## src/hw/rtl/lptx_pkg.sv

```systemverilog
// Shared types, constants and lookup tables of the lidar packet decoder.
package lptx_pkg;

    localparam int BLOCKS_PER_PACKET = 12;
    localparam int BYTES_PER_BLOCK   = 100;
    localparam int RETURNS_PER_BLOCK = 32;
    localparam int LASERS_USED       = 16;

    localparam int CORDIC_STEPS = 16;
    localparam logic signed [32:0] CORDIC_GAIN_Q30 = 33'sd652032874;
    localparam logic [10:0] POS_MAX = 11'd2047;
    localparam logic [15:0] AZ_FULL = 16'd36000;
    localparam logic [15:0] AZ_Q1   = 16'd9000;
    localparam logic [15:0] AZ_Q2   = 16'd18000;
    localparam logic [15:0] AZ_Q3   = 16'd27000;

    typedef struct packed {
        logic [15:0] distance;
        logic [15:0] azimuth;
        logic [7:0]  intensity;
        logic [3:0]  laser;
        logic [3:0]  block;
    } t_task;

    function automatic logic signed [15:0] vert_cos(input logic [3:0] idx);
        logic signed [15:0] v;
        unique case (idx)
            4'd0:  v = 16'sd31651;
            4'd1:  v = 16'sd32763;
            4'd2:  v = 16'sd31928;
            4'd3:  v = 16'sd32723;
            4'd4:  v = 16'sd32166;
            4'd5:  v = 16'sd32643;
            4'd6:  v = 16'sd32365;
            4'd7:  v = 16'sd32524;
            4'd8:  v = 16'sd32449;
            4'd9:  v = 16'sd32748;
            4'd10: v = 16'sd32270;
            4'd11: v = 16'sd32688;
            4'd12: v = 16'sd32052;
            4'd13: v = 16'sd32588;
            4'd14: v = 16'sd31795;
            default: v = 16'sd32767;
        endcase
        return v;
    endfunction

    // Entry 15 is exactly 1.0, which needs 17 bits; cosine is returned wide.
    function automatic logic signed [16:0] vert_cos_w(input logic [3:0] idx);
        return (idx == 4'd15) ? 17'sd32768 : 17'(vert_cos(idx));
    endfunction

    function automatic logic signed [15:0] vert_sin(input logic [3:0] idx);
        logic signed [15:0] v;
        unique case (idx)
            4'd0:  v = -16'sd8481;
            4'd1:  v = 16'sd572;
            4'd2:  v = -16'sd7371;
            4'd3:  v = -16'sd1715;
            4'd4:  v = -16'sd6252;
            4'd5:  v = -16'sd2856;
            4'd6:  v = -16'sd5126;
            4'd7:  v = -16'sd3993;
            4'd8:  v = 16'sd4560;
            4'd9:  v = 16'sd1144;
            4'd10: v = 16'sd5690;
            4'd11: v = 16'sd2286;
            4'd12: v = 16'sd6813;
            4'd13: v = 16'sd3425;
            4'd14: v = 16'sd7927;
            default: v = 16'sd0;
        endcase
        return v;
    endfunction

    function automatic logic signed [24:0] cordic_atan(input logic [3:0] idx);
        logic signed [24:0] v;
        unique case (idx)
            4'd0:  v = 25'sd1152000;
            4'd1:  v = 25'sd680065;
            4'd2:  v = 25'sd359328;
            4'd3:  v = 25'sd182400;
            4'd4:  v = 25'sd91554;
            4'd5:  v = 25'sd45822;
            4'd6:  v = 25'sd22916;
            4'd7:  v = 25'sd11459;
            4'd8:  v = 25'sd5730;
            4'd9:  v = 25'sd2865;
            4'd10: v = 25'sd1432;
            4'd11: v = 25'sd716;
            4'd12: v = 25'sd358;
            4'd13: v = 25'sd179;
            4'd14: v = 25'sd90;
            default: v = 25'sd45;
        endcase
        return v;
    endfunction

endpackage

```

## src/hw/rtl/lptx_fifo.sv

```systemverilog
// Short task queue between the front end and the point engine.
module lptx_fifo (
    input  logic            i_clk,
    input  logic            i_rst_n,
    input  logic            i_push,
    input  lptx_pkg::t_task i_data,
    input  logic            i_pop,
    output logic            o_full,
    output logic            o_empty,
    output lptx_pkg::t_task o_data
);
    import lptx_pkg::*;

    t_task       r_mem [4];
    logic [1:0]  r_wr, r_rd;
    logic [2:0]  r_cnt;
    logic        do_push, do_pop;

    assign o_full  = (r_cnt == 3'd4);
    assign o_empty = (r_cnt == 3'd0);
    assign o_data  = r_mem[r_rd];
    assign do_push = i_push && !o_full;
    assign do_pop  = i_pop && !o_empty;

    always_ff @(posedge i_clk) begin
        if (do_push) begin
            r_mem[r_wr] <= i_data;
        end
    end

    always_ff @(posedge i_clk) begin
        if (!i_rst_n) begin
            r_wr  <= '0;
            r_rd  <= '0;
            r_cnt <= '0;
        end else begin
            if (do_push) begin
                r_wr <= r_wr + 2'd1;
            end
            if (do_pop) begin
                r_rd <= r_rd + 2'd1;
            end
            r_cnt <= r_cnt + 3'(do_push) - 3'(do_pop);
        end
    end

endmodule

```

## config.mk

```make
export PLATFORM = sky130hd
export DESIGN_NAME = lptx_fifo
export DESIGN_NICKNAME = d
export VERILOG_FILES = /design/src/hw/rtl/lptx_pkg.sv /design/src/hw/rtl/lptx_fifo.sv
export SDC_FILE = /design/constraint.sdc
export NUM_CORES = 1
export LEC_CHECK = 0
export BUFFER_PORTS_ARGS = -buffer_cell sky130_fd_sc_hd__buf_2
export CORE_ASPECT_RATIO = 1.25
export CORE_MARGIN = 2
export CORE_UTILIZATION = 57
export DETAILED_ROUTE_END_ITERATION = 16
export PLACE_DENSITY_LB_ADDON = 0.12
export SYNTH_ARGS = -nofsm -noshare
export SYNTH_HDL_FRONTEND = slang
export SYNTH_SLANG_ARGS = --single-unit
```

## constraint.sdc

```tcl
create_clock -name i_clk -period 3.55 [get_ports i_clk]
set_clock_uncertainty 0.2 [all_clocks]
set_input_delay 0.355 -clock i_clk [delete_from_list [all_inputs] [get_ports i_clk]]
set_output_delay 0.355 -clock i_clk [all_outputs]
set_load 0.02 [all_outputs]
```

* After elaboration in Yosys (flattened, before gate mapping)
Memory sizes are Yosys's and may differ from the RTL's. A register that Yosys moved wholly into a read port is not among the register bits.
Index checks and enable logic that the tools add are counted.
** Word-level totals
- Register bits after elaboration :: 7
- RAM bits :: 192
- Bits of input ports :: 52
- Output and inout bits :: 50
- Memories kept :: 1
** Memory list
- r_mem :: depth 4, bits a word 48, read ports 1, clocked after Yosys merged registers in 1, write ports 1, line lptx_fifo.sv:14 : t_task r_mem [4];
** Cells by class
- Add/subtract/negate cells :: 4
- Equality and inequality tests :: 1
- Multiplexer cells :: 4
- Reductions and logical operators :: 5
** Operators with widths (number)
- $add A2 B1 Y2 const B :: 2
- $mux W2 :: 2
- $add A3 B1 Y3 :: 1
- $eq A3 B3 Y1 const B :: 1
- $logic_not A3 Y1 :: 1
- $sub A3 B1 Y3 :: 1
- $logic_and A1 B1 Y1 :: 2
- $logic_not A1 Y1 :: 2
- $mux W1 :: 2

* Longest topological paths before layout
Gate-level depths: netlist (run 1).
- Depth in word-level cells :: 5
- Mapped depth :: 11
- Mapped depth without buffers :: 10

* Worst setup path before layout (run 1)
No wires, ideal clock.
- Path kind :: register -> register
- From :: register r_cnt[2]
- To :: register r_cnt[2]
- Arrival time :: 2.378 ns
- Path slack :: 0.857 ns
- Stages on the path, launching flop included :: 12
- Buffers on the path :: 1
- Period minus slack after synthesis :: 2.693 ns
- Path through :: dfxtp_1 nor3b_1 nor2b_1 clkbuf_1 inv_1 ha_1 inv_1 ha_1 fa_1 xnor2_1 xnor2_1 and2_1
** Between the ends
- Cells in the longest elaborated chain, start to end :: 5
** RTL lines
- start: declaration :: line lptx_fifo.sv:16 : logic [2:0] r_cnt;
- start signal: assignment :: line lptx_fifo.sv:43 : r_cnt <= r_cnt + 3'(do_push) - 3'(do_pop);
- $eq A3 B3 Y1 :: line lptx_fifo.sv:19 : assign o_full = (r_cnt == 3'd4);
- via o_full :: line lptx_fifo.sv:8 : output logic o_full,
- $logic_not A1 Y1 :: line lptx_fifo.sv:22 : assign do_push = i_push && !o_full;
- $logic_and A1 B1 Y1 :: line lptx_fifo.sv:22
- $add A3 B1 Y3 :: line lptx_fifo.sv:43
- $sub A3 B1 Y3 :: line lptx_fifo.sv:43
The timed path passes the listed nets, and every way through them passes these cells.
A chain may end at the register's enable or synchronous reset.

==> reports/results.tsv, run 1 <==
stage	metric	value	unit
cts	Clock Sinks	201	
sta	RSZ-0062 raised after global routing	false	
grt	vias in the first global route	3789	
sta	Fin. Hold Viols	0	
final_layout	Fillers	783	
setup_path	Worst Setup End Kind	output pin	
sta	Tcrit/Tclk final	78.2	%
placement	HPWL after DPL	7150	um
drt	DRT iter0 DRCs	171	
yosys	Syn Area/Cell	24.6	sq um
yosys	Synth async-reset ratio	0	%
floorplan	I/O Pins	102	
cts	H-tree Lvls	1	
floorplan	Die W	106	um
final_layout	area grow syn2layout	24.0	%
yosys	Mapped Cells	301	
setup_path	r2r endpoint	r_cnt[2]	
yosys	Primary FF master, synth	edfxtp_1	
cts	CTS Root Buffer Type	clkbuf_16	
drt	Metal-1 WL	5070	um
cts	CTS Hold Buffers Added	48	
floorplan	FP Rows	46	
setup_path	R2R setup slack	970	ps
yosys	Synth area leader	edfxtp_1	
final_layout	Core Util, Final	72.5	%
yosys	Mapped Nets	360	
sta	minimum clock period	2780	ps
yosys	dominant cells by area after synthesis	edfxtp_1, mux4_2, dfxtp_1	
status	status	completed	
sta	max-slew violation count	0	
grt	initial antenna violation count	0	
grt	largest net degree at the start of global routing	37	
run	max cap viols	0	
yosys	register bit total from synthesis	201	
sta	final setup violating endpoints	0	
drt	antenna-violating nets left	0	
yosys	yosys warns	0	
grt	GRT overflow	0	
drt	WL met2	6620	um
setup_path	Worst EP required	2990	ps
cts	Num CTS Buffers	19	
worst_hold_path	Hold WC Path Type	input port to flip-flop	
placement	gpl congestion	0.745	
cts	# resized after CTS	0	
sta	Worst Tran Pin Value	651	ps
final_layout	register area	0.00595	sq mm
cts	Worst-Skew Late Latency	470	ps
cts	clock slew at reported path FFs	60	ps
drt	router iterations before antenna repair	4	
setup_path	Worst setup endpoint	o_data[34]	
pwr	power per cell area	676	mW/mm^2
floorplan	core area	0.0127	sq mm
yosys	number of synthesized flops with an enable pin	192	
floorplan	Die ar.	0.0139	sq mm
setup_path	CP Max Fanout	31	
grt	GRT Resource Usage Total	18.6	%
yosys	count leader, synth	edfxtp_1	
drt	metal3 WL	618	um
yosys	Post-synth top cells	edfxtp_1, mux4_2, dfxtp_1	
setup_path	CP Class	flip-flop to output pin	
drt	vias per cell	5.41	
cts	TritonCTS clock tree	yes	
floorplan	Initial Util	58.4	%
drt	DR WL/cell	19.5	um
setup_path	crit path DAT	2220	ps
setup_path	worst reg2reg path depth	10	
cts	Setup Buffers After CTS	0	
sta	Max-slew headroom	56.6	%
sta	fmax	0.360	GHz
drt	highest routed layer	met4	
floorplan	DIE HEIGHT	131	um
drt	wirelength, routed	12600	um
pwr	Max VDD drop	454	uV
setup_path	Startpoint Class	flip-flop	
final_layout	area of the multi-input gates	0.00136	sq mm
yosys	sequential fraction of the synthesis area	80.4	%
setup_path	Crit Reg-Reg Startpoint	r_cnt[2]	
final_layout	Final nets	525	
yosys	Synth cell types	21	
yosys	area share of the largest cell type after synthesis	77.9	%
grt	first-pass GRT wire length	19500	um
yosys	Netlist Area Pre-Place	0.00740	sq mm
placement	IO Port Bufs	101	
cts	Max Buffers Root-to-Sink	3	
drt	DR vias	3491	
final_layout	Antenna Cells	0	
final_layout	layout cell share with drive strength beyond 1	39.4	%
sta	Final TNS setup	0	ps
pwr	Leakage	3.14	nW
drt	Residual DRC	0	
-- power breakdown --
group | switching [mW] | internal, mW | leakage, nW | total, mW
logic | 0.766 | 0.657 | 1.04 | 1.42
registers | 0.153 | 2.88 | 1.83 | 3.03
clock network | 0.766 | 0.978 | 0.264 | 1.74
-- metrics by stage --
stage	setup WS [ps]	instance area [sq um]	cells	hold WS (ps)	total power [mW]
after global routing	598	9170	645	37.9	6.47
after CTS	678	9170	645	21.1	6.28
after floorplan	857	7400	301	254	4.03
after global placement	1060	8160	565	267	4.46
after detailed placement	973	8160	565	282	4.49
final	773	9170	645	30.7	6.20
-- final cells by class --
cell class / instances / area share [%]
Timing Repair Buffer: 156 / 12.0
Clock buffer: 22 / 5.31
Clock inverter: 10 / 0.518
Tap cell: 168 / 2.29
Sequential cell: 201 / 64.9
Multi-Input combinational cell: 82 / 14.8
Inverter: 6 / 0.245
-- cells by family (layout without fill, tap and decap cells) --
| logic type | Yosys count | after routing | share of synthesized area [%] |
|---|---|---|---|
| muxes | 50 | 50 | 14.9 |
| xor gates and xnor gates | 2 | 2 | 0.237 |
| DFF | 201 | 201 | 80.4 |
| adders and majority gates | 7 | 7 | 1.29 |
| buffers and inverters | 18 | 194 | 1.39 |
| and+or+nand+nor | 19 | 19 | 1.54 |
| AOI/OAI and AO/OA | 4 | 4 | 0.304 |
-- how the worst min path moves through the flow --
stage | start | to | slack (ps) | cells past startpoint
after floorplan | i_data[0] | r_mem[0][0] | 250 | 0
after global placement | r_rd[0] | flip-flop | 270 | 2
after detailed placement | r_rd[0] | flip-flop | 280 | 2
after CTS | i_rst_n | r_cnt[2] | 20 | 2
after global routing | i_rst_n | flip-flop | 40 | 2
final | i_rst_n | r_cnt[2] | 30 | 2
-- cells in the final DEF, fill, tap and decap left out, types with 6 or more instances in the layout --
cell type,Yosys,layout
edfxtp_1,192,192
buf_2,4,101
ha_1,6,6
mux4_2,48,48
dlygate4sd3_1,0,48
inv_1,6,6
clkbuf_16,0,19
nand2_1,6,6
dfxtp_1,9,7
-- flip-flops by register name, summed over array words and instances (netlist names), named ones only --
name / flops
r_cnt: 3
r_rd: 2
r_mem: 192
r_wr: 2
-- worst max-delay path, cell delays in order (launching register included) --
cell,delay [ps]
dfxtp_4,770
buf_12,280
mux4_2,520
buf_2,170
-- layer usage --
| layer | up-vias | global-route usage [%] |
|---|---|---|
| li1 | 1590 | - |
| met1 | 1779 | 24.4 |
| met2 | 100 | 32.1 |
| met3 | 22 | 2.98 |
| met4 | 0 | 5.99 |
| met5 | - | 0 |
(Power assumes the default switching activity.)
==> run 2, diff against run 1 <==
clock period = 2.6 ns   (was 3.55 ns; I/O delays follow)
==> run 2 against run 1 <==
  * Sequential power up 34%
  * Via count up 0.49%
  * Wire length fell by 3.6%
  * Total power grew 41%
  * Cell count rose by 1.6%
  * Combinational power grew 46%
  * Sequential share of layout area is 1.0 points lower
  * Die area stayed put
  * Setup slack lost 620 ps
  * First-iteration DRC count down 39%
  * Largest cell class unchanged
==> reports/results.tsv, run 2 (synthesis gave the netlist of run 1 again) <==
stage	metric	value	unit
status	status	completed	
final_layout	area grow syn2layout	26.0	%
pwr	Leakage	3.21	nW
final_layout	Top Registers	r_mem (192), r_cnt (3)	
run	max cap viols	0	
grt	initial antenna violation count	0	
cts	Clock Sinks	201	
final_layout	Largest register FFs	192	
grt	GRT Resource Usage Total	18.2	%
final_layout	Final nets	534	
setup_path	crit path DAT	1980	ps
worst_hold_path	hold depth	4	
setup_path	Startpoint Class	flip-flop	
placement	HPWL after DPL	7240	um
drt	DR vias	3508	
grt	largest net degree at the start of global routing	31	
cts	CTS Root Buffer Type	clkbuf_16	
drt	antenna-violating nets left	0	
sta	Tcrit/Tclk final	93.9	%
drt	DR WL/cell	18.5	um
grt	GR peak layer	met2	
placement	placed insts	571	
sta	minimum clock period	2440	ps
drt	wirelength, routed	12100	um
sta	Min Hold Slack	119	ps
setup_path	worst reg2reg path depth	9	
sta	RSZ-0062 raised after global routing	false	
final_layout	layout cell share with drive strength beyond 1	39.8	%
final_layout	Core Util, Final	73.6	%
cts	TritonCTS clock tree	yes	
grt	first-pass GRT wire length	19400	um
sta	Worst Tran Pin Value	495	ps
grt	GR Util met3	3.57	%
final_layout	Reg with most FFs	r_mem	
cts	Worst-Skew Late Latency	480	ps
sta	Max-slew headroom	67.0	%
drt	router iterations before antenna repair	4	
final_layout	area of the multi-input gates	0.00136	sq mm
drt	DRT iter0 DRCs	104	
pwr	Max VDD drop	654	uV
setup_path	Worst EP required	2140	ps
sta	fmax	0.410	GHz
final_layout	register area	0.00595	sq mm
setup_path	CP Class	flip-flop to output pin	
sta	final setup violating endpoints	0	
cts	H-tree Lvls	1	
grt	grt met2 use	30.9	%
sta	Fin. Hold Viols	0	
floorplan	I/O Pins	102	
setup_path	CP Max Fanout	20	
floorplan	Die ar.	0.0139	sq mm
sta	Final TNS setup	0	ps
placement	gpl congestion	0.708	
cts	clock slew at reported path FFs	60	ps
floorplan	DIE HEIGHT	131	um
drt	vias per cell	5.36	
cts	Setup Buffers After CTS	0	
drt	Residual DRC	0	
final_layout	Finished Layout Cells	655	
cts	Num CTS Buffers	19	
final_layout	Fillers	792	
final_layout	Antenna Cells	0	
grt	vias in the first global route	3782	
grt	GRT overflow	0	
pwr	power per cell area	935	mW/mm^2
cts	# resized after CTS	0	
pwr	Total Power	8.72	mW
grt	GR Util met1	24.1	%
floorplan	FP Rows	46	
cts	Max Buffers Root-to-Sink	3	
worst_hold_path	Hold WC Path Type	input port to flip-flop	
floorplan	core area	0.0127	sq mm
placement	IO Port Bufs	101	
final_layout	most frequent cells in the layout	edfxtp_1, buf_2, dlygate4sd3_1	
setup_path	Worst Setup End Kind	output pin	
sta	max-slew violation count	0	
cts	CTS Hold Buffers Added	51	
final_layout	commonest non-fill, non-tap cell in the layout	edfxtp_1	
floorplan	Initial Util	58.4	%
floorplan	Die W	106	um
## run 2: path summary, 6_finish.rpt
kind,from,to,slack [ps]
max,flip-flop,o_data[31],160
min,i_push,r_wr[0],120
max reg2reg,r_cnt[0],r_cnt[2],250
min reg2reg,r_wr[0],r_wr[0],300
## run 2: stage by stage
step,area (sq um),setup WS (ps)
2_1_floorplan,7410,147
3_3_place_gp,8220,346
3_5_place_dp,8220,243
4_1_cts,9320,97.1
5_1_grt,9320,47.7
6_report,9320,158
## run 2: worst max-delay path: stages, from the launching register on
cell and delay, ps:
dfxtp_4 530, buf_12 250, mux4_2 540, buf_2 180
## run 2: final cells by class
class                           instances  share of cell area, %
Clock buffer                           23                   5.26
Clock inverter                         10                   1.07
Inverter                                6                  0.242
Multi-Input combinational cell         82                   14.6
Sequential cell                       201                   63.8
Tap cell                              168                   2.25
Timing Repair Buffer                  165                   12.7
## run 2: metal layers
| metal | up-vias | part of all wire, % |
|---|---|---|
| met3 | 22 | 5.3 |
| met5 | - | 0 |
| met2 | 99 | 51 |
| met1 | 1776 | 42 |
| li1 | 1611 | - |
| met4 | 0 | 2.0 |
## run 2: report_power, final
group          internal, mW  switching, mW
sequential             3.93          0.135
clock                  1.54           1.04
combinational         0.951           1.12
==> run 3, diff against run 2 <==
CORE_UTILIZATION = 30   (was 57)
clock period = 2.25 ns   (was 2.6 ns; I/O delays follow)
==> run 3 against run 2 <==
  * The flow now finishes with violations (negative setup slack)
  * Global-route usage fell by 6.4 points
  * Clock power rose by 37%
  * Sequential power rose by 15%
  * Total power rose by 28%
  * Register-to-register slack got worse by 200 ps
  * Non-clock buffer count rose by 11
  * Wire length rose by 24%
  * Setup slack got worse by 190 ps
  * Design area rose by 7.4%
  * Sequential share of layout area fell by 4.4 points
  * Sequential cell count did not move
==> reports/results.tsv, run 3 (synthesis gave the netlist of run 1 again) <==
stage	metric	value	unit
placement	gpl congestion	0.671	
drt	vias per cell	4.36	
status	failing checks	negative setup slack	
final_layout	Top Registers	r_mem (192), r_cnt (3)	
cts	CTS Root Buffer Type	clkbuf_16	
worst_hold_path	hold depth	5	
drt	DR vias	3638	
worst_hold_path	WHS Endpoint	r_wr[1]	
final_layout	Reg with most FFs	r_mem	
setup_path	Max stage delay cell, worst path	mux4_2	
setup_path	worst reg2reg path depth	10	
setup_path	Worst Setup End Kind	output pin	
drt	router iterations before antenna repair	4	
status	status	finished with violations	
worst_hold_path	Hold WC Path Type	input port to flip-flop	
cts	Worst-Skew Late Latency	500	ps
cts	Num CTS Buffers	22	
floorplan	Die ar.	0.0259	sq mm
grt	vias in the first global route	4022	
sta	minimum clock period	2280	ps
drt	DR WL/cell	18.1	um
setup_path	Startpoint Class	flip-flop	
setup_path	most frequent cell on the critical path	buf_6	
grt	initial antenna violation count	0	
final_layout	commonest non-fill, non-tap cell in the layout	edfxtp_1	
floorplan	FP Rows	64	
cts	clock slew at reported path FFs	60	ps
grt	first-pass GRT wire length	23000	um
cts	Max Buffers Root-to-Sink	3	
setup_path	CP Class	flip-flop to output pin	
run	max cap viols	0	
grt	largest net degree at the start of global routing	43	
worst_hold_path	hold_sp	i_push	
pwr	Max VDD drop	570	uV
sta	RSZ-0062 raised after global routing	true	
final_layout	layout cell share with drive strength beyond 1	44.0	%
grt	GRT overflow	0	
sta	Fin. Hold Viols	0	
final_layout	most frequent cells in the layout	edfxtp_1, buf_2, dlygate4sd3_1	
pwr	Leakage	3.42	nW
drt	DRT iter0 DRCs	141	
cts	TritonCTS clock tree	yes	
cts	Clock Sinks	201	
placement	HPWL after DPL	8710	um
sta	Min Hold Slack	122	ps
sta	Worst Tran Pin Value	309	ps
setup_path	crit path cell chain	buf_6 -> buf_16 -> mux4_2 -> buf_6	
sta	Tcrit/Tclk final	101	%
setup_path	R2R setup slack	50	ps
sta	max-slew violation count	0	
sta	Final TNS setup	-272	ps
pwr	Total Power	11.2	mW
setup_path	Worst EP required	1820	ps
floorplan	Initial Util	30.4	%
drt	Residual DRC	0	
setup_path	highest cell delay on the worst timing path	510	ps
floorplan	Die W	144	um
floorplan	core area	0.0243	sq mm
final_layout	Finished Layout Cells	835	
floorplan	DIE HEIGHT	180	um
sta	final setup violating endpoints	19	
setup_path	Crit Reg-Reg Startpoint	r_cnt[2]	
placement	placed insts	737	
sta	Max-slew headroom	79.4	%
setup_path	r2r endpoint	r_cnt[2]	
final_layout	area grow syn2layout	35.4	%
setup_path	CP Max Fanout	8	
floorplan	I/O Pins	102	
grt	GRT Resource Usage Total	11.8	%
sta	Final Worst Setup Slack	-27.7	ps
cts	H-tree Lvls	1	
drt	wirelength, routed	15100	um
sta	fmax	0.439	GHz
placement	IO Port Bufs	101	
final_layout	Final nets	548	
setup_path	crit path DAT	1850	ps
final_layout	Antenna Cells	0	
drt	antenna-violating nets left	0	
final_layout	Largest register FFs	192	
pwr	power per cell area	1120	mW/mm^2
-- run 3: layout make-up --
class / count / area, sq um
Inverter: 6 / 22.5
Multi-Input combinational cell: 82 / 1390
Clock buffer: 31 / 616
Timing Repair Buffer: 176 / 1520
Fill cell: 2239 / 14300
Tap cell: 330 / 413
Sequential cell: 201 / 5950
Clock inverter: 9 / 103
-- run 3: how the worst max path moves through the flow --
stage | end | slack, ps | cells after the start
after floorplan | r_cnt[2] | -200 | 11
after global placement | r_cnt[2] | -20 | 10
after detailed placement | r_cnt[2] | -100 | 10
after CTS | o_data[15] | -100 | 3
after global routing | o_data[29] | -110 | 3
final | o_data[30] | -30 | 4
-- run 3: metal layers --
layer | global-route usage (%) | share of wire (%) | vias to the layer above
met1 | 13.9 | 40 | 1888
met5 | 0 | 0 | -
li1 | - | - | 1638
met2 | 21.6 | 53 | 86
met4 | 3.53 | 2.1 | 0
met3 | 2.21 | 4.5 | 26
-- run 3: critical path, delay by kind of cell, from the launching register on --
family	cells	cell delay (ps)
muxes	1	510
buffers and inverters	3	420
DFF	1	420
-- run 3: timing repair --
item                                   in CTS  in global routing
pin swaps                                   6                  4
gates cloned                                2                  0
setup buffers                               5                  2
gates resized for setup                    58                  9
setup endpoints to repair                  49                 49
hold buffers                               50                  0
endpoints found under the hold margin     201                  0
-- run 3: report_power, final --
| group | total [mW] | internal (mW) | leakage, nW | switching [mW] |
|---|---|---|---|---|
| logic | 3.00 | 1.50 | 1.24 | 1.51 |
| clock network | 3.53 | 2.14 | 0.345 | 1.38 |
| registers | 4.67 | 4.54 | 1.83 | 0.129 |
-- run 3: per-stage QoR --
step                setup slack (ps)  util [%]  instance area (sq um)
floorplan                       -196         -                   7420
global placement               -20.7      34.9                   8510
detailed placement              -104      34.9                   8510
CTS                            -96.5      41.1                  10000
global route                    -108      41.1                  10000
finish                         -27.7      41.1                  10000
