$ cat src/hw/rtl/lptx_pkg.sv
// Shared types, constants and lookup tables of the lidar packet decoder.
package lptx_pkg;

    localparam int BLOCKS_PER_PACKET = 12;
    localparam int BYTES_PER_BLOCK   = 100;
    localparam int RETURNS_PER_BLOCK = 32;
    localparam int LASERS_USED       = 16;

    localparam int CORDIC_STEPS = 16;
    localparam logic signed [32:0] CORDIC_GAIN_Q30 = 33'sd652032874;
    localparam logic [10:0] POS_MAX = 11'd2047;
    localparam logic [15:0] AZ_FULL = 16'd36000;
    localparam logic [15:0] AZ_Q1   = 16'd9000;
    localparam logic [15:0] AZ_Q2   = 16'd18000;
    localparam logic [15:0] AZ_Q3   = 16'd27000;

    typedef struct packed {
        logic [15:0] distance;
        logic [15:0] azimuth;
        logic [7:0]  intensity;
        logic [3:0]  laser;
        logic [3:0]  block;
    } t_task;

    function automatic logic signed [15:0] vert_cos(input logic [3:0] idx);
        logic signed [15:0] v;
        unique case (idx)
            4'd0:  v = 16'sd31651;
            4'd1:  v = 16'sd32763;
            4'd2:  v = 16'sd31928;
            4'd3:  v = 16'sd32723;
            4'd4:  v = 16'sd32166;
            4'd5:  v = 16'sd32643;
            4'd6:  v = 16'sd32365;
            4'd7:  v = 16'sd32524;
            4'd8:  v = 16'sd32449;
            4'd9:  v = 16'sd32748;
            4'd10: v = 16'sd32270;
            4'd11: v = 16'sd32688;
            4'd12: v = 16'sd32052;
            4'd13: v = 16'sd32588;
            4'd14: v = 16'sd31795;
            default: v = 16'sd32767;
        endcase
        return v;
    endfunction

    // Entry 15 is exactly 1.0, which needs 17 bits; cosine is returned wide.
    function automatic logic signed [16:0] vert_cos_w(input logic [3:0] idx);
        return (idx == 4'd15) ? 17'sd32768 : 17'(vert_cos(idx));
    endfunction

    function automatic logic signed [15:0] vert_sin(input logic [3:0] idx);
        logic signed [15:0] v;
        unique case (idx)
            4'd0:  v = -16'sd8481;
            4'd1:  v = 16'sd572;
            4'd2:  v = -16'sd7371;
            4'd3:  v = -16'sd1715;
            4'd4:  v = -16'sd6252;
            4'd5:  v = -16'sd2856;
            4'd6:  v = -16'sd5126;
            4'd7:  v = -16'sd3993;
            4'd8:  v = 16'sd4560;
            4'd9:  v = 16'sd1144;
            4'd10: v = 16'sd5690;
            4'd11: v = 16'sd2286;
            4'd12: v = 16'sd6813;
            4'd13: v = 16'sd3425;
            4'd14: v = 16'sd7927;
            default: v = 16'sd0;
        endcase
        return v;
    endfunction

    function automatic logic signed [24:0] cordic_atan(input logic [3:0] idx);
        logic signed [24:0] v;
        unique case (idx)
            4'd0:  v = 25'sd1152000;
            4'd1:  v = 25'sd680065;
            4'd2:  v = 25'sd359328;
            4'd3:  v = 25'sd182400;
            4'd4:  v = 25'sd91554;
            4'd5:  v = 25'sd45822;
            4'd6:  v = 25'sd22916;
            4'd7:  v = 25'sd11459;
            4'd8:  v = 25'sd5730;
            4'd9:  v = 25'sd2865;
            4'd10: v = 25'sd1432;
            4'd11: v = 25'sd716;
            4'd12: v = 25'sd358;
            4'd13: v = 25'sd179;
            4'd14: v = 25'sd90;
            default: v = 25'sd45;
        endcase
        return v;
    endfunction

endpackage

$ cat src/hw/rtl/lptx_front.sv
// Front end: tracks the packet position, assembles fields and issues point tasks.
module lptx_front #(
    parameter int BLOCKS_PER_PACKET = 12,
    parameter int BYTES_PER_BLOCK   = 100,
    parameter int RETURNS_PER_BLOCK = 32,
    parameter int LASERS_USED       = 16
) (
    input  logic                 i_clk,
    input  logic                 i_rst_n,
    input  logic                 i_accept,
    input  logic [7:0]           i_data_byte,
    input  logic                 i_packet_last,
    output logic                 o_task_valid,
    output lptx_pkg::t_task      o_task
);
    import lptx_pkg::*;

    localparam int TOTAL = BLOCKS_PER_PACKET * BYTES_PER_BLOCK;
    localparam int LIM   = (LASERS_USED < 16) ? LASERS_USED : 16;

    logic [10:0] r_pos, n_pos;
    logic [4:0]  r_blk, n_blk;
    logic [7:0]  r_off, n_off;
    logic [6:0]  r_ret, n_ret;
    logic [1:0]  r_ph, n_ph;
    logic [15:0] r_az, n_az;
    logic [15:0] r_dist, n_dist;
    logic        in_range;

    always_comb begin
        in_range = (r_pos != POS_MAX) && ({2'b00, r_pos} < 13'(TOTAL));
        n_pos  = r_pos;
        n_blk  = r_blk;
        n_off  = r_off;
        n_ret  = r_ret;
        n_ph   = r_ph;
        n_az   = r_az;
        n_dist = r_dist;
        o_task_valid = 1'b0;
        o_task.distance  = r_dist;
        o_task.azimuth   = r_az;
        o_task.intensity = i_data_byte;
        o_task.laser     = r_ret[3:0];
        o_task.block     = r_blk[3:0];
        if (i_accept) begin
            if (in_range) begin
                if (r_off == 8'd2) begin
                    n_az = {r_az[15:8], i_data_byte};
                end else if (r_off == 8'd3) begin
                    n_az = {i_data_byte, r_az[7:0]};
                end else if (r_off >= 8'd4 && r_ret < 7'(RETURNS_PER_BLOCK)) begin
                    if (r_ph == 2'd0) begin
                        n_dist = {r_dist[15:8], i_data_byte};
                    end else if (r_ph == 2'd1) begin
                        n_dist = {i_data_byte, r_dist[7:0]};
                    end else if (r_ret < 7'(LIM)) begin
                        o_task_valid = 1'b1;
                    end
                end
            end
            if (i_packet_last) begin
                n_pos = '0;
                n_blk = '0;
                n_off = '0;
                n_ret = '0;
                n_ph  = '0;
            end else if (r_pos != POS_MAX) begin
                n_pos = r_pos + 11'd1;
                if (r_off == 8'(BYTES_PER_BLOCK - 1)) begin
                    n_off = '0;
                    n_blk = r_blk + 5'd1;
                end else begin
                    n_off = r_off + 8'd1;
                end
                if (r_off == 8'(BYTES_PER_BLOCK - 1) || r_off < 8'd4) begin
                    n_ret = '0;
                    n_ph  = '0;
                end else if (r_ph == 2'd2) begin
                    n_ph  = '0;
                    n_ret = r_ret + 7'd1;
                end else begin
                    n_ph = r_ph + 2'd1;
                end
            end
        end
    end

    always_ff @(posedge i_clk) begin
        if (!i_rst_n) begin
            r_pos  <= '0;
            r_blk  <= '0;
            r_off  <= '0;
            r_ret  <= '0;
            r_ph   <= '0;
            r_az   <= '0;
            r_dist <= '0;
        end else begin
            r_pos  <= n_pos;
            r_blk  <= n_blk;
            r_off  <= n_off;
            r_ret  <= n_ret;
            r_ph   <= n_ph;
            r_az   <= n_az;
            r_dist <= n_dist;
        end
    end

endmodule

$ cat config.mk
export PLATFORM = sky130hd
export DESIGN_NAME = lptx_front
export DESIGN_NICKNAME = d
export VERILOG_FILES = /design/src/hw/rtl/lptx_pkg.sv /design/src/hw/rtl/lptx_front.sv
export SDC_FILE = /design/constraint.sdc
export NUM_CORES = 1
export LEC_CHECK = 0
export ABC_AREA = 1
export BUFFER_PORTS_ARGS = -buffer_cell sky130_fd_sc_hd__buf_4
export CORE_ASPECT_RATIO = 0.7
export CORE_MARGIN = 5
export CORE_UTILIZATION = 46
export CTS_BUF_LIST = sky130_fd_sc_hd__clkbuf_16
export DETAILED_ROUTE_END_ITERATION = 12
export PLACE_DENSITY_LB_ADDON = 0.3
export SYNTH_ARGS = -nofsm -noshare
export SYNTH_HDL_FRONTEND = slang
export SYNTH_SLANG_ARGS = --single-unit
$ cat constraint.sdc
create_clock -name i_clk -period 1.5 [get_ports i_clk]
set_input_delay 0.225 -clock i_clk [delete_from_list [all_inputs] [get_ports i_clk]]
set_output_delay 0.225 -clock i_clk [all_outputs]
set_load 0.05 [all_outputs]
; Word level (Yosys, flattened, before mapping)
; Index checks and enable logic that the tools add are counted.
[word_totals]
regBits = 65
latch_bits = 0
ram_bits = 0
romBits = 0
inputBits = 12
out_inout_bits = 49
wordCells = 68
n_memories = 0
[op_classes]
n_addsub = 5
mul = 0
div = 0
order_cmp = 5
n_eq_ne = 6
shifts = 0
mux = 26
n_bitwise = 3
reduce_logical = 14
[ops]
columns = operator, n
row1 = 8-bit two-way mux, 5
row2 = 7-bit two-way mux, 4
row3 = 11-bit two-way mux, 2
row4 = "8-bit by 2-bit equality test with 1-bit output, second input constant", 2
row5 = 5-bit two-way mux, 3
row6 = "11-bit by 1-bit adder with 11-bit output, second input constant", 1
row7 = "11-bit less-than comparator, second input constant", 1
row8 = "11-bit != test, second input constant", 1
row9 = 3-bit AND reduction, 3
row10 = "8-bit by 1-bit adder with 8-bit output, second input constant", 1
row11 = "8-bit by 7-bit equality test with 1-bit output, second input constant", 1
row12 = "8-bit by 3-bit >= comparator with 1-bit output, second input constant", 1
row13 = "8-bit by 3-bit less-than comparator with 1-bit output, second input constant", 1
row14 = 1-bit two-way mux, 8
row15 = 2-bit two-way mux, 4
row16 = "7-bit by 1-bit adder with 7-bit output, second input constant", 1
row17 = "7-bit by 5-bit less-than comparator with 1-bit output, second input constant", 1
row18 = "7-bit by 6-bit less-than comparator with 1-bit output, second input constant", 1
row19 = 7-bit AND reduction, 1
row20 = 6-bit AND reduction, 1
row21 = "5-bit by 1-bit adder with 5-bit output, second input constant", 1
row22 = 4-bit AND reduction, 1
row23 = 2-bit nonzero test, 2
row24 = 1-bit NOT, 3
row25 = other kinds (8), 9

; Logic depth before layout (Yosys ltp)
; Gate-level depths: netlist of the first run.
[depth]
ltp_word = 9
mapped_depth = 11
depth_no_buf = 10

; Least setup slack after synthesis of the first run
; No wires, ideal clock.
[synth_path]
path_type = register to output
startpoint = register r_off[0]
endpoint = output port o_task_valid
arrival_ps = 1891
t_required_ps = 1275
slack_ps = -616
path_stages_with_launch = 6
n_path_buf = 0
path_cell_list = dfxtp_1 > inv_1 > ha_1 > inv_1 > a21oi_2 > nor3_1
[synth_between]
elab_chain_len = 7
word_cells_on_any_way = 9
cone_classes = 1 x order compare / 2 x eq/ne / 5 x mux / 1 x reduce/logical
[synth_lines]
columns = element, line
row1 = start: declaration, lptx_front.sv:23  ; logic [7:0] r_off, n_off;
row2 = start signal: assignment, lptx_front.sv:100  ; r_off <= n_off;
row3 = 8-bit by 3-bit >= comparator with 1-bit output, lptx_front.sv:51  ; end else if (r_off >= 8'd4 && r_ret < 7'(RETURNS_PER_BLOCK)) begin
row4 = 1-bit logical AND, lptx_front.sv:51
row5 = 1-bit two-way mux, lptx_front.sv:51
row6 = 1-bit two-way mux, lptx_front.sv:49  ; end else if (r_off == 8'd3) begin
row7 = 1-bit two-way mux (*), lptx_front.sv:47  ; if (r_off == 8'd2) begin
row8 = 1-bit two-way mux (*), lptx_front.sv:46  ; if (in_range) begin
row9 = 1-bit two-way mux (*), lptx_front.sv:45  ; if (i_accept) begin
row10 = end: declaration, lptx_front.sv:13  ; output logic o_task_valid,
; Mark *: on every way between the ends. The rest lies on a longest branch, timed or not.

; Worst setup path in the final report of the first run
[layout_path]
startpoint = register r_off[1]
endpoint = output port o_task_valid
; The elaborated chain is that of the path after synthesis.

==> metrics.txt, run 1 <==
status=complete, but fails checks; failing checks=negative setup slack; Synth Area in Compound Gates=0.0836; hold crit path type=input pin to flip-flop; Synth cell types=31; Post-synth top flop=dfxtp_1; slowest CP cell=dfxtp_2; via-per-instance ratio=roughly 5.2; final std cells w/o fill=a little under 700; total vias in the final route=around 3600; 1st-iter DRT viols=270; CTS tree=done; Die ar.=9050 um^2; drt wl/cell=roughly 16 um; total wire length=between 10 and 15 mm; final setup fails=24; setup ws final=-0.249 ns; Antenna diodes=0; DRC=0; clk slew on worst S/H paths=0.06 ns; Post-Synth XOR/XNOR Area=0.0132; Synth Instances=494; Static Leak=about 2.2 nW; Synth Area per Inst=around 6.7 um^2; I/O Buffers=60; commonest non-fill, non-tap cells in the layout=92 x buf_4, 91 x nor2_1, 85 x nand2_1, 49 x dfxtp_1, 39 x inv_1; Synth Area in Simple Gates=0.384; Fmax=0.572 GHz; Power Density=roughly 970 nW/um^2; # rows=25; vias in the first global route=3178; worst-path fanout max=3; Tcrit/Tclk final=1.17; Reg2Reg Depth=10; commonest non-fill, non-tap cell in the layout=buf_4; Placed Cells=around 650; Worst Skew=0.00536 ns; H-tree levels=3; mux cell area share after synthesis=0; starting density of the core=0.483; first-pass GRT wire length=around 15 mm; gr ovfl total=0; FILL cells=a little under 500; hold depth=3; critical path endpoint category=output pin; Crit path required time=around 1.3 ns; P&R area growth vs syn=51.0%; max-slew violation count=0; adder-cell area share of the yosys netlist=0.0226; Max IR drop VDD=approximately 0.6 mV; CP max stage delay=between 0.3 and 0.4 ns; Longest Clk Path Bufs=2; Post-DRT Antenna Nets=0; initial antenna violation count=0; Post-synth EDFFs=0; RSZ-0062 raised after global routing=yes; critical path, cell by cell=buf_6 > ha_4 > inv_4 > a21oi_4 > nor3_4 > buf_6; mapped cell area=roughly 3300 um^2; Synth async-reset ratio=0; fin nets=610; Crit path arrival time=between 1.5 and 2 ns; Yosys reg bits=64; Sink Count=between 60 and 70; Num CTS Buffers=9; Post-Syn Nets=~510; Synth warnings=0; clock root buffer master=clkbuf_16; largest net degree at the start of global routing=43; Die Width=approximately 110 um; max_cap viols=0; Finished Cell Area=about 5000 um^2; cell mode on critical path=buf_6; Pre-antenna DRT Iters=5; largest family of logic cells by synthesized area=simple AND/OR/NAND/NOR gates; dpl hpwl=6.38 mm; Fin Setup TNS=-1.56 ns; dpl cell area=3970 um^2; share of cells above drive strength 1=0.417; sequential-to-total area share from yosys stat=0.385; Die Y=around 80 um; Max-slew headroom=0.665; post-layout min period=between 1.5 and 2 ns; critical path launch point type=flip-flop; critical path class=flip-flop to output pin; worst slew pin tran=0.503 ns; Core Area=just under 7000 um^2; final hold vios=0; GRT Total Usage=0.202; gpl congestion=around 0.90; clk_lat worst skew=0.33 ns; io pins=61
## state kept, by name, indices dropped and copies added (netlist names)
name,flops
r_az,16
r_blk,4
r_dist,16
r_off,8
r_ph,2
r_pos,11
r_ret,7
## critical path, delay by kind of cell, from the launching register on
| family | cells | cell delay, ns |
|---|---|---|
| AOI/OAI and AO/OA | 1 | 0.08 |
| adders and majority gates | 1 | 0.17 |
| buffers and inverters | 3 | 0.38 |
| DFF | 1 | 0.34 |
| and+or+nand+nor | 1 | 0.22 |
## worst paths after layout
| path | start | end | slack, ns |
|---|---|---|---|
| worst max-delay path | r_off[1] | o_task_valid | -0.25 |
| worst min register to register | r_dist[7] | r_dist[7] | 0.49 |
| worst min-delay path | i_data_byte[6] | r_az[6] | 0.14 |
| worst max register to register | r_pos[8] | r_ph[1] | -0.19 |
## power by group
part           internal [mW]  switching [mW]
logic                  0.281           0.519
clock network           1.45           0.827
registers               1.74          0.0442
## synthesized netlist by cell type, types with 2 or more instances
cell type / instances / area share
nand2_1: 110 / 0.12
nor2_1: 105 / 0.12
dfxtp_1: 64 / 0.39
inv_1: 47 / 0.053
nand3_1: 35 / 0.053
o21ai_0: 24 / 0.036
a21oi_1: 22 / 0.033
buf_4: 14 / 0.032
nor3_1: 11 / 0.017
nand4_1: 7 / 0.013
clkbuf_1: 6 / 0.0068
ha_1: 6 / 0.023
buf_6: 4 / 0.014
nand2_2: 4 / 0.0075
nor2_2: 4 / 0.0075
xor2_1: 4 / 0.011
a21oi_2: 3 / 0.0079
inv_2: 3 / 0.0034
nand3b_1: 3 / 0.0068
nor2_4: 3 / 0.010
or2_2: 3 / 0.0056
nand2_4: 2 / 0.0068
nand3_2: 2 / 0.0060
## cells by family (layout without fill, tap and decap cells)
logic type,after synthesis,after routing
fa+ha+maj,6,6
compound gates,52,52
flops,64,64
xor+xnor,5,5
buf+inv,76,177
simple gates,291,293
## final cells by class
cell class | instances | area [um^2] | share of cell area
repair buffers | 110 | 951 | 0.189
clock inverters | 7 | 96.3 | 0.0192
flip-flops and latches | 64 | 1320 | 0.262
multi-input cells | 356 | 2100 | 0.418
well taps | 94 | 118 | 0.0234
repair inverters | 1 | 11.3 | 0.00224
clock buffers | 9 | 225 | 0.0449
inverters | 50 | 206 | 0.0411
## what timing repair did
item                       in CTS  in global routing
setup buffers                   8                 11
hold buffers                    0                  0
setup endpoints to repair      19                 60
cloned                          0                  5
gates resized for setup        25                139
pin swaps                      13                 50
## layer usage
metal,part of all wire,track usage,vias up
li1,-,-,1758
met1,0.44,0.272,1723
met2,0.48,0.329,135
met3,0.070,0.0588,10
met4,0.0083,0.0365,0
met5,0,0,-
## stage by stage
step                total power, mW  hold slack (ns)  utilization  setup slack (ns)
CTS                            4.70            0.157        0.640            -0.240
detailed placement             2.44            0.472        0.577           -0.0852
global route                   5.02            0.162        0.730            -0.272
global placement               2.43            0.465        0.577          -0.00282
floorplan                      2.26            0.360            -            0.0105
finish                         4.87            0.143        0.730            -0.249
No activity file was read; power rests on OpenSTA's default activity.
==> run 2, diff against run 1 <==
--- a/config.mk
+++ b/config.mk
@@ -12,7 +12,7 @@
 export CORE_UTILIZATION = 46
 export CTS_BUF_LIST = sky130_fd_sc_hd__clkbuf_16
 export DETAILED_ROUTE_END_ITERATION = 12
-export PLACE_DENSITY_LB_ADDON = 0.3
+export PLACE_DENSITY = 0.68
 export SYNTH_ARGS = -nofsm -noshare
 export SYNTH_HDL_FRONTEND = slang
 export SYNTH_SLANG_ARGS = --single-unit
==> metrics.txt, run 2 (synthesis results as in run 1) <==
total power=between 4 and 5 mW; Max IR drop VDD=roughly 0.68 mV; RR Endpoint=r_az[7]; Num CTS Buffers=9; post-layout util=0.675; setup ws final=-0.176 ns; Sequential Power Share=0.378; commonest non-fill, non-tap cells in the layout=99 x nand2_1, 94 x nor2_1, 90 x buf_4, 51 x dfxtp_1, 43 x inv_1; final hold slack=roughly 0.17 ns; max-slew violation count=0; Static Leak=approximately 2.0 nW; Top Registers=r_az (16), r_dist (16), r_pos (11); H-tree levels=3; drt wl/cell=13.5 um; Core Area=approximately 6900 um^2; Fmax=roughly 0.60 GHz; 1st-iter DRT viols=approximately 210; Longest Clk Path Bufs=2; vias in the first global route=~3100; critical path launch point type=flip-flop; hold_buf cts=0; Crit path arrival time=1.45 ns; share of total power in combinational logic=0.145; worst slew pin tran=about 0.44 ns; Post-DRT Antenna Nets=0; io pins=roughly 60; post-layout min period=about 1.7 ns; fin nets=around 600; Hold Path Sink=r_az[2]; Crit path required time=approximately 1.3 ns; P_sw=1.30 mW; final setup fails=18; Die Width=approximately 110 um; CTS tree=done; Clk pwr share=0.477; Reg2Reg Depth=9; final std cells w/o fill=between 600 and 700; switching part of the total power=0.274; dpl hpwl=about 6.2 mm; worst-path fanout max=4; Pre-antenna DRT Iters=5; gr ovfl total=0; dpl cell area=about 4000 um^2; worst r2r src=r_pos[7]; starting density of the core=0.483; pre-CTS WS=-0.0750 ns; hold crit path type=input pin to flip-flop; via-per-instance ratio=4.91; first-pass GRT wire length=approximately 15 mm; hold_sp=i_data_byte[2]; Die Y=approximately 81 um; critical path endpoint category=output pin; reg2reg setup slack=-0.05 ns; Tcrit/Tclk final=1.12; Max-slew headroom=0.703; total wire length=around 9.2 mm; critical path class=flip-flop to output pin; Sink Count=between 60 and 70; failing checks=negative setup slack; initial antenna violation count=0; share of cells above drive strength 1=0.332; Fin Setup TNS=-0.567 ns; Die ar.=slightly above 9000 um^2; DRC=0; I/O Buffers=60; clk_lat worst skew=between 0.3 and 0.4 ns; P&R area growth vs syn=39.8%; clk slew on worst S/H paths=0.06 ns; max_cap viols=0; Power Density=~1000 nW/um^2; Worst Skew=~0.0047 ns; Finished Cell Area=roughly 4600 um^2; total vias in the final route=between 3000 and 4000; commonest non-fill, non-tap cell in the layout=nand2_1; Antenna diodes=0; Pint=approximately 3.4 mW; largest net degree at the start of global routing=25; clock root buffer master=clkbuf_16; final hold vios=0; RSZ-0062 raised after global routing=yes; hold depth=3; Placed Cells=between 600 and 700; status=complete, but fails checks; # rows=25; gpl congestion=approximately 0.93; GRT Total Usage=0.200
-- run 2: changes by cell type in the layout (fill, tap and decap cells not counted), moves of 5 or more --
cell / before / now
o21ai_0: 6 / 16
o21ai_2: 11 / 2
nand2_4: 10 / 5
a21oi_2: 11 / 2
buf_6: 12 / 7
nand2_1: 85 / 99
nand2_2: 19 / 11
a21oi_1: 13 / 22
-- run 2: how the worst max path moves through the flow --
stage	start	end	slack (ns)	depth (start not counted)
2_1_floorplan	r_off[3]	o_task_valid	0.01	5
3_3_place_gp	r_pos[5]	o_task_valid	-0.03	6
3_5_place_dp	r_off[0]	r_ret[6]	-0.07	9
4_1_cts	r_pos[9]	o_task_valid	-0.23	6
5_1_grt	r_pos[8]	o_task_valid	-0.23	6
6_report	r_off[1]	o_task_valid	-0.18	6
-- run 2: cell type report --
| cell class | instances | area [um^2] |
|---|---|---|
| clock inverter | 7 | 95.1 |
| tap | 94 | 118 |
| timing repair buffer | 99 | 795 |
| inverter | 50 | 199 |
| clock buffer | 9 | 225 |
| sequential | 64 | 1300 |
| fill | 589 | 2230 |
| multi-input combinational | 355 | 1910 |
-- run 2: routing by layer --
metal  part of all wire  vias up  routed length, um  GRT usage
li1                   -     1728                  -          -
met1               0.49     1500               4510      0.277
met2               0.44       88               4010      0.309
met3              0.060       10                547     0.0514
met4              0.011        0                104     0.0595
met5                  0        -                  0          0
-- run 2: timing repair --
action                                  4_1_cts  5_1_grt
endpoints found under the setup margin       27       62
setup buffers                                 8        1
gates resized for setup                      20       69
hold endpoints to repair                      0        0
gates cloned                                  0        1
pin swaps                                     7       24
-- run 2: critical path, stage by stage, from the launching register on --
cell and delay, ns:
dfxtp_2 0.33, buf_6 0.12, ha_4 0.17, inv_4 0.06, a21oi_4 0.06, nor3_4 0.20, buf_6 0.18
-- run 2: power by group through the flow --
stage | Combinational (mW) | Sequential, mW | Clock (mW)
after floorplan | 0.338 | 1.92 | 0
after global placement | 0.609 | 1.82 | 0
after detailed placement | 0.616 | 1.82 | 0
after CTS | 0.633 | 1.79 | 2.28
after global routing | 0.742 | 1.80 | 2.36
final | 0.685 | 1.79 | 2.26
==> run 3, diff against run 2 <==
==> constraint.sdc (replaced) <==
create_clock -name i_clk -period 1.5 [get_ports i_clk]
set_input_delay 0.225 -clock i_clk [delete_from_list [all_inputs] [get_ports i_clk]]
set_output_delay 0.225 -clock i_clk [all_outputs]
set_load 0.02 [all_outputs]
==> metrics.txt, run 3 (synthesis results as in run 1) <==
status=complete, but fails checks; Reg2Reg Depth=10; max-slew violation count=0; critical path launch point type=flip-flop; via-per-instance ratio=~5.3; Max-slew headroom=0.745; clock root buffer master=clkbuf_16; failing checks=negative setup slack; Pre-antenna DRT Iters=7; Clk pwr share=0.442; final hold slack=approximately 0.17 ns; clk_lat worst skew=0.34 ns; DRC=0; hold_buf cts=0; total power=approximately 4.5 mW; Antenna diodes=0; Sink Count=64; Crit path required time=around 1.3 ns; drt wl/cell=~16 um; Placed Cells=approximately 660; Num CTS Buffers=9; Worst Skew=~0.005 ns; final std cells w/o fill=701; vias in the first global route=3255; final hold vios=0; critical path endpoint category=output pin; Top Registers=r_az (16), r_dist (16), r_pos (11); reg2reg setup slack=-0.08 ns; post-layout min period=between 1.5 and 2 ns; RR Endpoint=r_off[6]; commonest non-fill, non-tap cell in the layout=buf_4; Hold Path Sink=r_az[0]; Finished Cell Area=around 5100 um^2; RSZ-0062 raised after global routing=yes; total wire length=11.2 mm; clk slew on worst S/H paths=approximately 0.060 ns; Die Width=112 um; I/O Buffers=60; worst-path fanout max=2; share of cells above drive strength 1=0.427; gpl congestion=between 0.8 and 0.9; starting density of the core=0.483; # rows=25; final setup fails=26; Static Leak=~2.2 nW; critical path class=flip-flop to output pin; GRT Total Usage=0.209; Tcrit/Tclk final=1.11; Die ar.=9050 um^2; dpl cell area=~4000 um^2; Max IR drop VDD=0.594 mV; largest net degree at the start of global routing=36; initial antenna violation count=0; hold crit path type=input pin to flip-flop; worst slew pin tran=0.382 ns; gr ovfl total=0; CTS tree=done; fin nets=620; H-tree levels=3; FILL cells=roughly 500; Crit path arrival time=approximately 1.4 ns; Sequential Power Share=0.399; P&R area growth vs syn=53.6%; total vias in the final route=between 3000 and 4000; io pins=61; Fmax=0.601 GHz; pre-CTS WS=-0.104 ns; dpl hpwl=approximately 6.4 mm; P_sw=1.32 mW; hold depth=3; worst r2r src=r_off[0]; Power Density=just under 900 nW/um^2; commonest non-fill, non-tap cells in the layout=98 x buf_4, 90 x nand2_1, 86 x nor2_1, 48 x dfxtp_1, 40 x inv_1; Longest Clk Path Bufs=2; 1st-iter DRT viols=roughly 330; max_cap viols=0; Post-DRT Antenna Nets=0; hold_sp=i_data_byte[0]; Die Y=81.1 um; Core Area=6880 um^2; Pint=3.17 mW; share of total power in combinational logic=0.160; switching part of the total power=0.294; first-pass GRT wire length=around 15 mm; setup ws final=-0.164 ns
==> run 3: power groups by stage <==
stage	Combinational (mW)	Clock [mW]	Sequential, mW
floorplan	0.299	0	1.85
global placement	0.511	0	1.82
detailed placement	0.520	0	1.82
CTS	0.567	2.00	1.79
global route	0.766	2.10	1.80
finish	0.718	1.99	1.79
==> run 3: how the worst max path moves through the flow <==
| stage | cells after the start | to | slack [ns] | start |
|---|---|---|---|---|
| 5_1_grt | 6 | o_task_valid | -0.23 | r_pos[8] |
| 4_1_cts | 6 | o_task_valid | -0.16 | r_pos[9] |
| 6_report | 6 | o_task_valid | -0.16 | r_pos[8] |
| 2_1_floorplan | 9 | r_ret[0] | 0.09 | r_off[0] |
| 3_3_place_gp | 9 | r_ret[0] | -0.03 | r_off[0] |
| 3_5_place_dp | 8 | r_ret[5] | -0.10 | r_off[0] |
==> run 3: layout make-up <==
type	instances	area, um^2	area share
Clock buffer	9	225	0.0441
Clock inverter	7	56.3	0.0110
Inverter	50	209	0.0409
Multi-Input combinational cell	358	2170	0.425
Sequential cell	64	1310	0.257
Tap cell	94	118	0.0230
Timing Repair Buffer	119	1020	0.199
==> run 3: repair_timing <==
item / in CTS / in global routing
endpoints found under the setup margin: 35 / 64
buffers inserted: 12 / 13
gates resized for setup: 40 / 140
gates cloned: 0 / 5
pin swaps: 14 / 45
==> run 3: per-layer routing <==
metal / routed length [um] / GRT usage
met5: 0 / 0
met4: 167 / 0.0668
met3: 785 / 0.0544
met2: 5390 / 0.333
met1: 4820 / 0.278
==> run 3: critical path, stage by stage, from the launching register on <==
cell     delay (ns)
dfxtp_2        0.33
nor2_2         0.12
nand2_2        0.08
o21ai_4        0.19
nand2_4        0.09
nor3_4         0.14
buf_6          0.14
==> run 3: per-stage QoR <==
step / TNS [ns] / utilization
after floorplan: 0 / -
after global routing: -4.39 / 0.742
after detailed placement: -0.656 / 0.580
after global placement: -0.0980 / 0.580
final: -1.35 / 0.742
after CTS: -0.284 / 0.650
